$ cat src/hdl/are_pkg.sv
`timescale 1ns / 1ps
// Package for the axis reduction engine: mode codes, register indexes and
// the state type of the back end.
package are_pkg;

    typedef enum logic [2:0] {
        MODE_SUM    = 3'd0,
        MODE_MEAN   = 3'd1,
        MODE_MAX    = 3'd2,
        MODE_MIN    = 3'd3,
        MODE_L1     = 3'd4,
        MODE_L2     = 3'd5,
        MODE_ARGMAX = 3'd6,
        MODE_ARGMIN = 3'd7
    } mode_t;

    localparam logic [1:0] REG_MODE  = 2'd0;
    localparam logic [1:0] REG_AXIS  = 2'd1;
    localparam logic [1:0] REG_INNER = 2'd2;

    typedef enum logic [2:0] {
        ST_IDLE,
        ST_ACC,
        ST_WRITE,
        ST_FINISH,
        ST_OUT
    } state_t;

endpackage

$ cat src/hdl/are_queue.sv
`timescale 1ns / 1ps
// Short two-entry queue between the front and the back end.
// Depends on are_pkg only for house style.
module are_queue
    import are_pkg::*;
#(
    parameter int W = 60
) (
    input  logic         aclk,
    input  logic         aresetn,
    input  logic         in_valid,
    output logic         in_ready,
    input  logic [W-1:0] in_data,
    output logic         out_valid,
    input  logic         out_ready,
    output logic [W-1:0] out_data
);
    logic [W-1:0] mem_reg [2];
    logic         wp_reg, rp_reg;
    logic [1:0]   cnt_reg;
    logic         push, pop;

    assign in_ready  = cnt_reg != 2'd2;
    assign out_valid = cnt_reg != 2'd0;
    assign out_data  = mem_reg[rp_reg];
    assign push = in_valid && in_ready;
    assign pop  = out_valid && out_ready;

    always_ff @(posedge aclk) begin
        if (push) mem_reg[wp_reg] <= in_data;
        if (!aresetn) begin
            wp_reg <= 1'b0; rp_reg <= 1'b0; cnt_reg <= 2'd0;
        end else begin
            if (push) wp_reg <= ~wp_reg;
            if (pop) rp_reg <= ~rp_reg;
            cnt_reg <= cnt_reg + {1'b0, push} - {1'b0, pop};
        end
    end
endmodule

$ cat config.mk
export PLATFORM = sky130hd
export DESIGN_NAME = are_queue
export DESIGN_NICKNAME = d
export VERILOG_FILES = /design/src/hdl/are_pkg.sv /design/src/hdl/are_queue.sv
export SDC_FILE = /design/constraint.sdc
export NUM_CORES = 1
export LEC_CHECK = 0
export BUFFER_PORTS_ARGS = -buffer_cell sky130_fd_sc_hd__buf_4
export CAP_MARGIN = 15
export CORE_MARGIN = 3
export CORE_UTILIZATION = 30
export DETAILED_ROUTE_END_ITERATION = 12
export GPL_ROUTABILITY_DRIVEN = 0
export MAX_ROUTING_LAYER = met4
export SLEW_MARGIN = 20
export SYNTH_ARGS = -nofsm -noshare
export SYNTH_HDL_FRONTEND = slang
export SYNTH_SLANG_ARGS = --single-unit
$ cat constraint.sdc
create_clock -name aclk -period 6.2 [get_ports aclk]
set_input_delay 0 -clock aclk [delete_from_list [all_inputs] [get_ports aclk]]
set_output_delay 0 -clock aclk [all_outputs]
set_load 0.02 [all_outputs]
==> results.md, run 1 <==
- Status: finished, final reports clean
- Max-slew headroom: 0.417
- Layout cells sized above 1: 0.518
- All-layer global routing usage: 0.114
- HP Class: in2reg
- Max reg flops: 120
- Crit path kind: reg2reg
- WHS Path Cells: 4
- Max-cap violations: 0
- First-pass GRT wire length: 14,800 um
- Fin crit share: 0.372
- H-Tree Depth: 4
- Worst Path Required: 6.24 ns
- Met3 Use GR: 0.0461
- CP arrival: 2.35 ns
- Root buf cell: clkbuf_16
- Initial antenna violation count: 0
- Vias post-DR: 2,586
- Maximum VDD drop: 0.000248 V
- Port Buf Inserts: 125
- Cell taking the most area after synthesis: edfxtp_1
- Core Util, Final: 0.462
- CTS Buf Count: 17
- TNS Setup: 0 ns
- GR Util met2: 0.177
- Worst-case reg-to-reg path depth: 4
- Clk_lat worst skew: 0.41 ns
- Die ar.: 17,800 um^2
- Commonest cells in the synthesized netlist: edfxtp_1 (120), mux2_4 (60), buf_12 (6), dfxtp_1 (5), xnor2_1 (3)
- Worst setup EP type: register
- Ant. Diodes: 0
- Total core area: 15,500 um^2
- Power Dens Cells: 404 nW/um^2
- EDFF count, synth: 120
- Area share of the largest cell type after synthesis: 0.740
- Top FF cell, synth: edfxtp_1
- Largest net degree at the start of global routing: 61
- F_max: 433 MHz
- CTS tree: built
- Top-count cell post-synth: edfxtp_1
- Total wire length: 9330 um
- First-pass DRT Iterations: 4
- Routed vias/inst: 4.07
- Clk slew on worst S/H paths: 0.05 ns
- Syn avg cell area: 23.1 um^2
- Post-CTS setup buffers: 0
- Worst setup SP type: register
- Async set or reset register ratio after synthesis: 0
- Global route hottest layer: met2
- Grt met1 use: 0.131
- Area growth syn-to-layout: 47.5%
- Die H: 133 um
- Critical path fanouts, max: 37
- Die width: 133 um
- Area contributors post-synth: edfxtp_1 (74%), mux2_4 (18%), buf_12 (2.5%)
- CP Cell Sequence: nand2b_1, nand2_1, nor2_4, buf_4
- Worst-margin pin slew: 0.874 ns
- Worst path bufs/invs: 1
- CP Depth: 4
- Mapped cell area: 4870 um^2
- DRC viols: 0
- Cells after Synth: 211
- Slew Viols, Final: 0
- Leak pwr: 0.00282 uW
- Cell family with most CP delay: simple AND/OR/NAND/NOR gates
- Starting DRC count in detailed routing: 71
- CTS max path bufs: 2
- Slowest cell on crit path: nor2_4
- CTS resizes: 0
- Number of global-route vias before repair: 2,856
- Final hold violation count: 0
- RSZ-0062 raised after global routing: no
- Per-cell routed wire length: 14.7 um
- Syn_nets: 277
- Min cycle time layout: 2.31 ns
- Synth Register Bits: 125
- Sequential cell area fraction in the yosys report: 0.761
- # setup viols final: 0
- Number of I/O pins: 126
- TritonCTS sink count: 125
- Post-route ant nets: 0
- Largest stage delay, worst path: 0.60 ns
- Cell Rows: 45
- Final Net Count: 478
- Hold Worst Slack: 0.0806 ns
- Ys Warns: 0
- Final Skew: 0.00777 ns
- Synth cell types: 17
- GRT overflow: 0
- Initial Utilization: 0.313
- Hold_buf cts: 62
- DP Wirelength: 5750 um
- Fillcell total: 1,356
## routing by layer
layer / vias to the layer above / part of all wire
met3: 16 / 0.061
li1: 1232 / -
met5: - / 0
met1: 1254 / 0.42
met4: 0 / 0.017
met2: 84 / 0.50
## final timing paths
kind	start	endpoint	slack, ns
setup / recovery	cnt_reg[0]$_SDFF_PN0_	mem_reg[0][51]$_DFFE_PP_	3.89
hold / removal	out_ready	register	0.08
setup reg to reg	cnt_reg[0]$_SDFF_PN0_	mem_reg[0][51]$_DFFE_PP_	3.89
hold reg to reg	rp_reg$_SDFFE_PN0P_	register	0.53
## power by group
group          internal [uW]  total (uW)  leakage (uW)  switching, uW
Combinational            424         812       0.00136            389
Sequential              1070        1130       0.00116           61.7
Clock                    641         965      0.000297            325
## cell type report
cell class,instances,area (um^2),area share
clock inverter,7,85.1,0.0118
inverter,1,3.75,0.000523
sequential,125,3710,0.516
multi-input combinational,78,1040,0.145
clock buffer,25,505,0.0704
tap,211,264,0.0368
timing repair buffer,189,1570,0.219
## cell usage in the layout, fill, tap and decap left out
master	count
and2_1	2
and3_4	1
buf_4	127
bufinv_16	2
clkbuf_1	3
clkbuf_16	17
clkbuf_8	5
clkinv_2	5
dfxtp_1	4
dfxtp_4	1
dlygate4sd3_1	62
edfxtp_1	120
ha_1	2
inv_1	1
mux2_4	60
mux2i_1	1
nand2_1	2
nand2b_1	2
nor2_4	1
nor2b_1	2
o21a_1	1
or2_2	1
xnor2_1	3
## stage by stage
stage / worst slack, ns / instance area, um^2 / total power [uW] / std cells
floorplan: 2.45 / 4870 / 1700 / 211
global placement: 3.98 / 5970 / 1930 / 542
detailed placement: 3.87 / 5970 / 1940 / 542
CTS: 3.81 / 7180 / 2950 / 636
global route: 3.71 / 7180 / 3050 / 636
finish: 3.89 / 7180 / 2900 / 636
## tightest hold or removal path, delay by kind of cell
family | cells | cell delay [ns]
AOI/OAI and AO/OA | 1 | 0.18
buffers and inverters | 1 | 0.09
and+or+nand+nor | 1 | 0.09
xor gates and xnor gates | 1 | 0.10
## cells by family after synthesis
kind of cell / Yosys count / share of synthesized area
DFF: 125 / 0.761
muxes: 61 / 0.187
and+or+nand+nor: 11 / 0.0126
buffers and inverters: 8 / 0.0277
xor gates and xnor gates: 3 / 0.00540
adders and majority gates: 2 / 0.00514
AOI/OAI and AO/OA: 1 / 0.00154
Power figures use the tool's default switching activity.
==> inputs of run 2 (changes only) <==
==> constraint.sdc (replaced) <==
create_clock -name aclk -period 2.1 [get_ports aclk]
set_input_delay 0 -clock aclk [delete_from_list [all_inputs] [get_ports aclk]]
set_output_delay 0 -clock aclk [all_outputs]
set_load 0.02 [all_outputs]
==> results.md, run 2 (synthesized netlist as in run 1, its figures left out) <==
- Status: finished, final reports clean
- Root buf cell: clkbuf_16
- Layout cells sized above 1: 0.511
- CTS resizes: 0
- Routed vias/inst: 4.09
- Critical path fanouts, max: 26
- R2r startpoint: cnt_reg[0]$_SDFF_PN0_
- Cell Rows: 45
- Post-route ant nets: 0
- Hold_buf cts: 62
- Port Buf Inserts: 125
- Starting DRC count in detailed routing: 126
- Core Util, Final: 0.463
- DRC viols: 0
- WHS Path Cells: 4
- Total wire length: 9210 um
- Total core area: 15,500 um^2
- Final Skew: 0.00713 ns
- F_max: 584 MHz
- Setup WS post-layout: 0.386 ns
- Min cycle time layout: 1.71 ns
- CTS tree: built
- Post-DP Area: 6020 um^2
- Worst setup SP type: register
- CTS Buf Count: 17
- Combinational fraction of design power: 0.295
- Power Dens Cells: 1190 nW/um^2
- Vias post-DR: 2,611
- Number of I/O pins: 126
- Per-cell routed wire length: 14.4 um
- Worst setup EP type: primary output
- Hold Crit Endpoint: rp_reg$_SDFFE_PN0P_
- Reg2reg setup slack: 0.40 ns
- All-layer global routing usage: 0.111
- # setup viols final: 0
- First-pass DRT Iterations: 4
- Cell Int Power: 6260 uW
- H-Tree Depth: 4
- Clk slew on worst S/H paths: 0.05 ns
- CP arrival: 1.71 ns
- Worst Path Required: 2.10 ns
- Final hold violation count: 0
- Initial antenna violation count: 0
- Final instance area: 7200 um^2
- Die ar.: 17,800 um^2
- Die H: 133 um
- DP Wirelength: 5690 um
- Flop pwr share: 0.378
- TNS Setup: 0 ns
- Post-CTS setup buffers: 0
- Clk_lat worst skew: 0.41 ns
- Worst-margin pin slew: 0.507 ns
- Die width: 133 um
- Slew Viols, Final: 0
- Max-cap violations: 0
- Largest net degree at the start of global routing: 61
- NetSw: 2290 uW
- Crit Reg-Reg Endpoint: cnt_reg[1]$_SDFF_PN0_
- Placed Instances: 545
- Power share of the clock group: 0.326
- Final Non-Filler Cells: 638
- Max-slew headroom: 0.662
- Sw Ratio: 0.268
- Number of global-route vias before repair: 2,940
- HP Class: in2reg
- Worst-case reg-to-reg path depth: 8
- TritonCTS sink count: 125
- Pre-CTS setup slack: 0.391 ns
- Area growth syn-to-layout: 47.8%
- Ant. Diodes: 0
- Leak pwr: 0.00283 uW
- First-pass GRT wire length: 14,700 um
- Max reg flops: 120
- Min-delay src: out_ready
- Initial Utilization: 0.313
- Highest-count cells in the layout ignoring fill and taps: buf_4 (128), edfxtp_1 (120), dlygate4sd3_1 (62), mux2_4 (60), clkbuf_16 (17)
- RSZ-0062 raised after global routing: no
- Commonest non-fill, non-tap cell in the layout: buf_4
- Maximum VDD drop: 0.000597 V
- Crit path kind: reg2out
- CTS max path bufs: 2
- GRT overflow: 0
- Fin crit share: 0.816
- Final Net Count: 481
==> run 2: how the worst max path moves through the flow <==
| stage | slack (ns) | depth (start not counted) | to | start |
|---|---|---|---|---|
| 2_1_floorplan | 0.007 | 3 | mem_reg[0][0]$_DFFE_PP_ | cnt_reg[0]$_SDFF_PN0_ |
| 3_3_place_gp | 0.46 | 8 | cnt_reg[1]$_SDFF_PN0_ | cnt_reg[0]$_SDFF_PN0_ |
| 3_5_place_dp | 0.39 | 8 | cnt_reg[1]$_SDFF_PN0_ | cnt_reg[0]$_SDFF_PN0_ |
| 4_1_cts | 0.34 | 3 | out_data[45] | register |
| 5_1_grt | 0.24 | 8 | cnt_reg[1]$_SDFF_PN0_ | cnt_reg[0]$_SDFF_PN0_ |
| 6_report | 0.39 | 3 | out_data[9] | register |
==> run 2: area by class of cell <==
cell class / instances / area, um^2
Multi-Input combinational cell: 78 / 1040
Clock buffer: 20 / 437
Inverter: 1 / 3.75
Sequential cell: 125 / 3710
Fill cell: 1395 / 8340
Tap cell: 211 / 264
Clock inverter: 11 / 125
Timing Repair Buffer: 192 / 1620
==> run 2: power groups by stage <==
stage	Sequential [uW]	Combinational, uW	Clock (uW)
floorplan	3260	1740	0
global route	3260	2690	3000
global placement	3270	2460	0
CTS	3240	2580	2870
detailed placement	3290	2480	0
finish	3230	2520	2790
==> run 2: layer usage <==
metal  up-vias  track usage  wire length [um]  part of all wire
met2        89        0.183              4760              0.52
li1       1240            -                 -                 -
met5         -            -                 0                 0
met4         0       0.0429               132             0.014
met3        13       0.0472               567             0.062
met1      1269        0.119              3750              0.41
==> run 2: through the flow <==
step                total power [uW]  hold slack (ns)
floorplan                       5000           0.0989
global placement                5730            0.185
detailed placement              5760            0.188
CTS                             8690           0.0439
global route                    8950           0.0932
finish                          8540           0.0724
==> run 2: worst max-delay path, stage by stage (launching register included) <==
cell     delay [ns]
dfxtp_4        0.35
buf_4          0.42
mux2_4         0.35
buf_4          0.16
