File: src/hdl/are_pkg.sv
`timescale 1ns / 1ps
// Package for the axis reduction engine: mode codes, register indexes and
// the state type of the back end.
package are_pkg;

    typedef enum logic [2:0] {
        MODE_SUM    = 3'd0,
        MODE_MEAN   = 3'd1,
        MODE_MAX    = 3'd2,
        MODE_MIN    = 3'd3,
        MODE_L1     = 3'd4,
        MODE_L2     = 3'd5,
        MODE_ARGMAX = 3'd6,
        MODE_ARGMIN = 3'd7
    } mode_t;

    localparam logic [1:0] REG_MODE  = 2'd0;
    localparam logic [1:0] REG_AXIS  = 2'd1;
    localparam logic [1:0] REG_INNER = 2'd2;

    typedef enum logic [2:0] {
        ST_IDLE,
        ST_ACC,
        ST_WRITE,
        ST_FINISH,
        ST_OUT
    } state_t;

endpackage

File: src/hdl/are_front.sv
`timescale 1ns / 1ps
// Front end: accepts samples, walks the inner and axis counters and tags
// each beat with its position, axis index and group flags. Uses are_pkg.
module are_front
    import are_pkg::*;
#(
    parameter int INNER_MAX = 1024,
    parameter int AXIS_MAX  = 65536,
    parameter int PW        = 10,
    parameter int AW        = 16
) (
    input  logic          aclk,
    input  logic          aresetn,
    input  logic          restart,
    input  logic [16:0]   axis_len,
    input  logic [10:0]   inner_len,
    input  logic          s_tvalid,
    output logic          s_tready,
    input  logic [31:0]   sample,
    output logic          q_valid,
    input  logic          q_ready,
    output logic [31+PW+AW+2:0] q_data
);
    localparam int AXW = $clog2(AXIS_MAX + 1);
    localparam int INW = $clog2(INNER_MAX + 1);

    logic [AW-1:0] axis_cnt_reg;
    logic [PW-1:0] inner_cnt_reg;
    logic [AXW-1:0] alen;
    logic [INW-1:0] ilen;
    logic          last_axis, last_inner;

    always_comb begin
        if (axis_len == 17'd0) alen = AXW'(1);
        else if ({15'd0, axis_len} > 32'(AXIS_MAX)) alen = AXW'(AXIS_MAX);
        else alen = AXW'(axis_len);
        if (inner_len == 11'd0) ilen = INW'(1);
        else if ({21'd0, inner_len} > 32'(INNER_MAX)) ilen = INW'(INNER_MAX);
        else ilen = INW'(inner_len);
    end

    assign last_axis  = (32'(axis_cnt_reg) + 32'd1) >= 32'(alen);
    assign last_inner = (32'(inner_cnt_reg) + 32'd1) >= 32'(ilen);
    assign s_tready = q_ready;
    assign q_valid  = s_tvalid;
    assign q_data   = {last_axis, (axis_cnt_reg == '0), axis_cnt_reg, inner_cnt_reg, sample};

    always_ff @(posedge aclk) begin
        if (!aresetn || restart) begin
            axis_cnt_reg  <= '0;
            inner_cnt_reg <= '0;
        end else if (s_tvalid && q_ready) begin
            if (last_inner) begin
                inner_cnt_reg <= '0;
                axis_cnt_reg  <= last_axis ? '0 : axis_cnt_reg + 1'b1;
            end else begin
                inner_cnt_reg <= inner_cnt_reg + 1'b1;
            end
        end
    end
endmodule

File: config.mk
export PLATFORM = sky130hd
export DESIGN_NAME = are_front
export DESIGN_NICKNAME = d
export VERILOG_FILES = /design/src/hdl/are_pkg.sv /design/src/hdl/are_front.sv
export SDC_FILE = /design/constraint.sdc
export NUM_CORES = 1
export LEC_CHECK = 0
export BUFFER_PORTS_ARGS = -buffer_cell sky130_fd_sc_hd__clkbuf_2
export CAP_MARGIN = 20
export CORE_MARGIN = 3
export CORE_UTILIZATION = 45
export DETAILED_ROUTE_END_ITERATION = 8
export PLACE_DENSITY = 0.78
export SYNTH_ARGS = -nofsm -noshare
export SYNTH_HDL_FRONTEND = slang
export SYNTH_SLANG_ARGS = --single-unit
File: constraint.sdc
create_clock -name aclk -period 5.2 [get_ports aclk]
set_clock_uncertainty 0.2 [all_clocks]
set_input_delay 0.78 -clock aclk [delete_from_list [all_inputs] [get_ports aclk]]
set_output_delay 0.78 -clock aclk [all_outputs]
set_load 0.1 [all_outputs]
==> results of run 1 <==
-- power by group through the flow --
stage          combinational, mW  sequential, mW  clock (mW)
2_1_floorplan              0.159           0.207           0
3_3_place_gp              0.0662           0.205           0
3_5_place_dp              0.0679           0.205           0
4_1_cts                   0.0680           0.200       0.137
5_1_grt                   0.0750           0.200       0.146
6_report                  0.0678           0.200       0.134
-- logic make-up (layout without fill, tap and decap cells) --
logic type	after synthesis	after routing	share of synthesized area
adder cells (fa/ha/maj)	31	31	0.148
multiplexers	4	4	0.0153
AND/OR/NAND/NOR	138	138	0.267
buffers and inverters	55	77	0.138
XOR/XNOR	30	30	0.101
flip-flops	26	26	0.199
AO/OA/AOI/OAI	41	41	0.132
-- Yosys cell counts, drive strengths merged, types with 6 or more instances --
master and instances:
nand2 47, buf 40, ha 31, dfxtp 26, nor2 24, nand3 23
xnor2 17, nand4 14, xor2 13, a21oi 11, inv 9, nor4 8
a32o 6, nor3 6
-- final cells by class --
type | count | area share
timing repair buffer | 63 | 0.115
tap | 72 | 0.0327
clock buffer | 4 | 0.0200
sequential | 26 | 0.189
inverter | 10 | 0.0136
multi-input combinational | 244 | 0.629
-- final timing paths --
kind,from,endpoint,slack [ps],cells after the start
setup / recovery,axis_cnt_reg[0],q_data[59],640,12
hold / removal,inner_cnt_reg[1],inner_cnt_reg[1],330,2
setup reg to reg,axis_cnt_reg[0],axis_cnt_reg[6],1370,11
hold reg to reg,inner_cnt_reg[1],inner_cnt_reg[1],330,2
-- worst register-to-register path, cell delays in order, from the launching register on --
cell	delay [ps]
dfxtp_1	520
ha_1	360
nand2_2	130
nor3_2	320
nand3_1	190
xnor2_1	240
ha_1	280
nand4_1	140
nor3_1	100
a21oi_1	710
and2_1	380
a32o_2	210
-- routing by layer --
layer | GRT usage | up-vias | wire (um)
met5 | 0 | - | 0
met4 | 0.0382 | 0 | 42
met1 | 0.220 | 1068 | 2680
li1 | - | 1178 | -
met3 | 0.0347 | 6 | 398
met2 | 0.309 | 80 | 2710
-- per-stage QoR --
step | total power, mW | util
4_1_cts | 0.405 | 0.494
5_1_grt | 0.421 | 0.494
2_1_floorplan | 0.367 | -
6_report | 0.401 | 0.494
3_5_place_dp | 0.272 | 0.484
3_3_place_gp | 0.271 | 0.484
==> results by group, run 1 <==
Setup path
  – CP max stage cell: dfxtp_1
  – Worst setup EP type: output pin
  – Most used cell, CP: ha_1
  – CP required: between 4000 and 5000 ps
  – Critical setup path kind: reg2out
  – Critical path data arrival time: ~3600 ps
  – CP Launch Type: register
  – Cell Chain, Critical Path: ha_1 > nand2_2 > nor3_2 > nand3_1 > xnor2_1 > ha_1 > nand4_1 > a211oi_2 > a2111oi_4 > buf_4 > nand2_1 > clkbuf_2
  – Buf+Inv Stages, Crit Path: 2
  – Crit-path max FO: 16
  – Top delay family on crit path: simple AND/OR/NAND/NOR gates
  – Worst stage delay on the critical path: roughly 520 ps

Layout
  – Layout area overhead: 5.36%
  – Post-route cell area: ~2800 um2
  – Most frequent cells in the layout: clkbuf_2, nand2_1, ha_1, dfxtp_1, nor2_1
  – Fin cells: approximately 420
  – Share of cells above drive strength 1: 0.239
  – Diode count: 0
  – Layout Nets: 444
  – Max reg flops: 16
  – Register area: around 520 um2
  – FILL cells: 562
  – Commonest non-fill, non-tap cell in the layout: clkbuf_2
  – Multi-input gate area: 1730 um2

Logic synthesis
  – Post-synth top area share: 0.199
  – Synthesized cell area: 2610 um2
  – Largest area contributor in the netlist: dfxtp_1
  – Async set-reset flop share out of synthesis: 0
  – Post-synth EDFFs: 0
  – Syn nets: 421
  – Register area share after synthesis: 0.199
  – Top FF cell, synth: dfxtp_1
  – Mean Syn Cell Area: between 8 and 9 um2
  – Mapped Cells: approximately 330
  – Register bit total from synthesis: 26
  – YS warnings: 0
  – Main area contributors after synthesis: dfxtp_1, ha_1, buf_4
  – Library cells used by synthesis: 45

GRT
  – Largest net degree at the start of global routing: 17
  – Global-route wire length before repair: around 9500 um
  – Antenna violations before repair: 0
  – Tot GR Track Use: 0.176
  – Number of global-route vias before repair: 2168
  – Total grt overflow: 0

Run
  – Max-Cap Viols: 0

Clocking
  – Number of clock sinks: 26
  – Clock buffer count from CTS: 3
  – Clock Path Buffers: 2
  – CTS root buf: clkbuf_8
  – Post-CTS setup buffers: 0
  – CTS tree: built
  – Cts hold-fix bufs: 0
  – # resized after CTS: 0
  – Clk pin slew, worst setup/hold paths: approximately 90 ps
  – Clock Latency Late Sink: about 270 ps
  – H-Tree Depth: 1

Placed design
  – PortBufs: 62
  – Placed insts: 415
  – Post-DP HPWL: 4800 um
  – GP Congestion: 0.841
  – Area after DPL: 2700 um2
  – Post-Place Setup Slack: ~770 ps

Floorplanning
  – Die extent in x: 82.2 um
  – Ports: between 100 and 150
  – Vert. Die Dim: about 82 um
  – Core box area: roughly 5600 um2
  – Die ar.: ~6800 um2
  – Num rows: 27
  – Starting density of the core: 0.469

Drt
  – DR WL/cell: ~14 um
  – ANT nets after route: 0
  – Via density: around 5.6
  – DRC viols: 0
  – Drt pass-1 iters: 4
  – Iteration-0 DRC Markers: 106
  – Detailed-route via count: about 2300
  – Routed WL: approximately 6000 um

Power and ir drop
  – Switching power: about 0.11 mW
  – Switching share of power: 0.273
  – Logic pwr share: 0.169
  – Share of power burned in registers: 0.498
  – Pwr dens: 146 nW/um2
  – Maximum vdd ir drop: between 0.08 and 0.09 mV
  – Leak: approximately 1.3 nW
  – Clock power frac: 0.333
  – Internal: 0.292 mW

STA
  – Max Freq: ~220 MHz
  – Final-report max-slew violation count: 0
  – Worst Tran Pin Value: ~900 ps
  – Endpoints failing setup: 0
  – Setup_tns: 0 ps
  – Final Cycle Share: 0.876
  – Headroom to the max-slew limit: 0.394
  – Hold Fails Final Rpt: 0
  – Min cycle time layout: 4560 ps
  – Final WS setup: about 640 ps
  – RSZ-0062 raised after global routing: false
  – WHS: 325 ps

Hold path
  – Min-Delay Path Class: reg2reg

Run status
  – Outcome: completed
(Power assumes the default switching activity.)
==> inputs of run 2 (changes only) <==
--- a/config.mk
+++ b/config.mk
@@ -7,7 +7,7 @@
 export LEC_CHECK = 0
 export BUFFER_PORTS_ARGS = -buffer_cell sky130_fd_sc_hd__clkbuf_2
 export CAP_MARGIN = 20
-export CORE_MARGIN = 3
+export CORE_MARGIN = 10
 export CORE_UTILIZATION = 45
 export DETAILED_ROUTE_END_ITERATION = 8
 export PLACE_DENSITY = 0.78
==> run 2 against run 1 <==
Utilization is the same; sequential cell count is the same; power shrank 0.16%; final area is the same; clock-buffer cell count is the same; via count shrank 0.21%; die area grew 37%; critical endpoint unchanged; largest cell class unchanged; largest power group unchanged.
==> results by group, run 2 (synthesis results as in run 1) <==
Run status
  – Outcome: completed

STA
  – Worst Tran Pin Value: just over 900 ps
  – Final Cycle Share: 0.861
  – Setup_tns: 0 ps
  – Final-report max-slew violation count: 0
  – Hold Fails Final Rpt: 0
  – WHS: between 300 and 400 ps
  – Headroom to the max-slew limit: 0.385
  – Final WS setup: around 720 ps
  – Min cycle time layout: ~4500 ps
  – Endpoints failing setup: 0
  – RSZ-0062 raised after global routing: false
  – Max Freq: 223 MHz

Setup path
  – Register-to-Register Path Depth: 11
  – Critical path origin: axis_cnt_reg[0]
  – Critical setup path kind: reg2out
  – CP Capture Point: q_data[59]
  – Worst setup EP type: output pin
  – Reg2reg end: axis_cnt_reg[11]
  – Crit-path max FO: 16
  – R2r setup slk: about 1400 ps
  – R2R Path Start: axis_cnt_reg[0]
  – CP required: ~4200 ps
  – CP Launch Type: register
  – Critical path data arrival time: ~3500 ps

Layout
  – Share of cells above drive strength 1: 0.239
  – Layout Nets: 444
  – Fin cells: 419
  – Max reg flops: 16
  – Commonest non-fill, non-tap cell in the layout: clkbuf_2
  – Diode count: 0
  – Post-route cell area: about 2800 um2
  – Most frequent cells in the layout: clkbuf_2, nand2_1, ha_1, dfxtp_1, nor2_1
  – Layout area overhead: 5.36%
  – FILL cells: 543

Power and ir drop
  – Pwr dens: ~150 nW/um2
  – Maximum vdd ir drop: around 0.073 mV
  – Leak: ~1.3 nW

Hold path
  – Min-Delay Path Class: reg2reg
  – Hold_sp: inner_cnt_reg[1]

Run
  – Max-Cap Viols: 0

Clocking
  – Clock Path Buffers: 2
  – Number of clock sinks: 26
  – # resized after CTS: 0
  – Clock buffer count from CTS: 3
  – CTS root buf: clkbuf_8
  – Clk pin slew, worst setup/hold paths: around 90 ps
  – CTS tree: built
  – Post-CTS setup buffers: 0
  – Clock Latency Late Sink: about 270 ps
  – H-Tree Depth: 1
  – Cts hold-fix bufs: 0

GRT
  – Antenna violations before repair: 0
  – Total grt overflow: 0
  – Tot GR Track Use: 0.140
  – Largest net degree at the start of global routing: 17
  – Number of global-route vias before repair: 2379
  – Global-route wire length before repair: 10700 um

Floorplanning
  – Starting density of the core: 0.469
  – Die extent in x: 96.2 um
  – Vert. Die Dim: between 90 and 100 um
  – Die ar.: slightly above 9000 um2
  – Core box area: around 5600 um2
  – Ports: 127
  – Num rows: 27

Drt
  – DRC viols: 0
  – Routed WL: between 6000 and 7000 um
  – Via density: 5.55
  – Detailed-route via count: 2327
  – Iteration-0 DRC Markers: between 100 and 150
  – DR WL/cell: approximately 15 um
  – Drt pass-1 iters: 4
  – ANT nets after route: 0

Placed design
  – Area after DPL: approximately 2700 um2
  – Placed insts: about 420
  – GP Congestion: 0.885
  – PortBufs: 62
  – Post-Place Setup Slack: between 800 and 900 ps
  – Post-DP HPWL: roughly 5400 um
-- run 2: per-stage QoR --
stage	power (mW)	utilization
floorplan	0.367	-
global placement	0.271	0.484
detailed placement	0.273	0.484
CTS	0.407	0.494
global route	0.425	0.494
finish	0.401	0.494
-- run 2: area by class of cell --
cell class	instances	area, um2	share of cell area
multi-input combinational	244	1730	0.629
timing repair buffer	63	318	0.115
sequential	26	520	0.189
clock buffer	4	55.1	0.0200
inverter	10	37.5	0.0136
tap	72	90.1	0.0327
-- run 2: report_power, final --
group	total, mW	switching (mW)	internal [mW]
Sequential	0.200	0.000599	0.199
Clock	0.132	0.0645	0.0676
Combinational	0.0686	0.0439	0.0246
Total	0.401	0.109	0.292
-- run 2: how the worst min path moves through the flow --
stage                        to  slack (ps)  cells past startpoint
4_1_cts        inner_cnt_reg[1]         330                      2
5_1_grt        inner_cnt_reg[1]         340                      2
2_1_floorplan   axis_cnt_reg[4]         730                      2
6_report       inner_cnt_reg[1]         340                      2
3_5_place_dp    axis_cnt_reg[4]         320                      2
3_3_place_gp   inner_cnt_reg[1]         300                      2
-- run 2: metal layers --
metal	GRT usage	vias up	routed length, um
met3	0.0374	8	606
li1	-	1177	-
met1	0.170	1042	2830
met4	0.0344	0	55
met5	0	-	0
met2	0.238	100	2980
-- run 2: critical path, cell delays in order (launching register included) --
cell and delay, ps:
dfxtp_1 500, ha_1 330, nand2_2 130, nor2_1 260, nand3_1 130, xnor2_1 250, ha_1 290, a21o_1 170
nand3_1 90, a21oi_1 90, a2111oi_4 280, buf_4 260, nand2_1 70, clkbuf_2 370
==> inputs of run 3 (changes only) <==
==> constraint.sdc (replaced) <==
create_clock -name aclk -period 5.2 [get_ports aclk]
set_clock_uncertainty 0.2 [all_clocks]
set_input_delay 0.78 -clock aclk [delete_from_list [all_inputs] [get_ports aclk]]
set_output_delay 0.78 -clock aclk [all_outputs]
set_load 0.005 [all_outputs]
==> run 3 against run 2 <==
Clock-buffer cell count is 1 lower; sequential power hardly changed; combinational power is 12% lower; register-to-register slack worse by 90 ps; routed wire length is 2.0% higher; die area stayed put; sequential share of layout area is 0.095 points higher; utilization is 0.25 points lower; cell count is 0.24% lower; critical path depth is 1 lower; hold slack worse by 12 ps; global-route usage is 0.39 points higher; critical path type unchanged; critical endpoint unchanged; largest cell class unchanged; highest routed layer unchanged.
==> results by group, run 3 (synthesis results as in run 1) <==
Layout
  – Layout area overhead: 4.83%
  – Post-route cell area: 2740 um2
  – Fin cells: 418
  – Commonest non-fill, non-tap cell in the layout: clkbuf_2
  – Diode count: 0
  – Share of cells above drive strength 1: 0.237
  – FILL cells: approximately 560
  – Most frequent cells in the layout: clkbuf_2, nand2_1, ha_1, dfxtp_1, nor2_1
  – Layout Nets: 444
  – Multi-input gate area: 1730 um2
  – Register area: between 500 and 600 um2
  – Max reg flops: 16

Drt
  – Routed WL: roughly 6600 um
  – Detailed-route via count: roughly 2300
  – Via density: roughly 5.6
  – Drt pass-1 iters: 4
  – DR WL/cell: between 15 and 20 um
  – Iteration-0 DRC Markers: 210
  – ANT nets after route: 0
  – DRC viols: 0

Setup path
  – Critical setup path kind: reg2out
  – CP required: 4220 ps
  – Register-to-Register Path Depth: 11
  – Reg2reg end: axis_cnt_reg[10]
  – Worst setup EP type: output pin
  – Crit-path max FO: 16
  – R2R Path Start: axis_cnt_reg[0]
  – CP Launch Type: register
  – Critical path data arrival time: about 3200 ps
  – R2r setup slk: roughly 1400 ps

Placed design
  – Placed insts: a little over 400
  – GP Congestion: 0.883
  – Area after DPL: 2700 um2
  – Post-DP HPWL: roughly 5500 um
  – PortBufs: 62

Floorplanning
  – Num rows: 27
  – Ports: 127
  – Starting density of the core: 0.469
  – Vert. Die Dim: approximately 96 um
  – Core box area: approximately 5600 um2
  – Die ar.: just over 9000 um2
  – Die extent in x: 96.2 um

STA
  – Min cycle time layout: around 4200 ps
  – Final-report max-slew violation count: 0
  – WHS: approximately 330 ps
  – RSZ-0062 raised after global routing: false
  – Setup_tns: 0 ps
  – Max Freq: about 240 MHz
  – Headroom to the max-slew limit: 0.369
  – Endpoints failing setup: 0
  – Final Cycle Share: 0.812
  – Hold Fails Final Rpt: 0
  – Worst Tran Pin Value: 946 ps

Hold path
  – Hold Path End: inner_cnt_reg[1]
  – Hold_sp: inner_cnt_reg[1]
  – Min-Delay Path Class: reg2reg
  – Hold Path Cell Cnt: 2

Clocking
  – Number of clock sinks: 26
  – Clock Latency Late Sink: roughly 270 ps
  – Cts hold-fix bufs: 0
  – Clock buffer count from CTS: 3
  – # resized after CTS: 0
  – CTS root buf: clkbuf_8
  – Clock Path Buffers: 2
  – Post-CTS setup buffers: 0
  – H-Tree Depth: 1
  – CTS tree: built
  – Clk pin slew, worst setup/hold paths: 90 ps

GRT
  – Number of global-route vias before repair: roughly 2300
  – Largest net degree at the start of global routing: 17
  – Tot GR Track Use: 0.144
  – Global-route wire length before repair: between 10000 and 15000 um
  – Total grt overflow: 0
  – Antenna violations before repair: 0

Power and ir drop
  – Logic pwr share: 0.160
  – Leak: approximately 1.2 nW
  – Share of power burned in registers: 0.532
  – Switching power: roughly 0.1 mW
  – Clock power frac: 0.308
  – Pwr dens: approximately 140 nW/um2
  – Internal: 0.276 mW
  – Switching share of power: 0.266
  – Maximum vdd ir drop: 0.0930 mV

Run status
  – Outcome: completed

Run
  – Max-Cap Viols: 0
run 3: cell count changes in the layout (fill, tap and decap cells not counted), sizes merged:
cell | previous run | this run
clkbuf | 66 | 65
run 3: metrics by stage:
stage | util | setup WS [ps] | total power [mW]
after global routing | 0.492 | 700 | 0.395
after CTS | 0.492 | 968 | 0.381
after global placement | 0.484 | 1130 | 0.262
after floorplan | - | 1340 | 0.261
final | 0.492 | 976 | 0.376
after detailed placement | 0.484 | 1080 | 0.265
run 3: metal layers:
| metal | part of all wire | track usage | vias to the layer above |
|---|---|---|---|
| met4 | 0.015 | 0.0430 | 0 |
| li1 | - | - | 1175 |
| met3 | 0.090 | 0.0412 | 12 |
| met2 | 0.45 | 0.240 | 97 |
| met5 | 0 | 0 | - |
| met1 | 0.44 | 0.174 | 1053 |
run 3: critical path, cell delays in order, from the launching register on:
cell,delay [ps]
dfxtp_1,500
ha_1,340
nand2_2,130
nor3_2,310
nand3_1,190
xnor2_1,240
ha_1,280
nand4_1,140
a211oi_2,80
a2111oi_4,310
buf_4,260
nand2_1,70
clkbuf_2,110
run 3: how the worst max path moves through the flow:
| stage | from | to | slack (ps) |
|---|---|---|---|
| finish | axis_cnt_reg[0] | q_data[59] | 980 |
| global route | axis_cnt_reg[0] | q_data[59] | 700 |
| CTS | axis_cnt_reg[0] | q_data[59] | 970 |
| detailed placement | axis_len[11] | q_data[59] | 1080 |
| global placement | axis_len[11] | q_data[59] | 1130 |
| floorplan | axis_len[3] | q_data[59] | 1340 |
run 3: final cells by class:
type                       instances  share of cell area
inverter                          10              0.0137
timing repair buffer              63               0.116
multi-input combinational        244               0.632
sequential                        26               0.190
clock buffer                       3              0.0151
tap                               72              0.0329
run 3: power by group through the flow:
stage / clock network [mW] / registers (mW) / logic (mW)
final: 0.116 / 0.200 / 0.0602
after global routing: 0.126 / 0.200 / 0.0684
after CTS: 0.120 / 0.200 / 0.0603
after detailed placement: 0 / 0.205 / 0.0601
after global placement: 0 / 0.205 / 0.0571
after floorplan: 0 / 0.204 / 0.0566
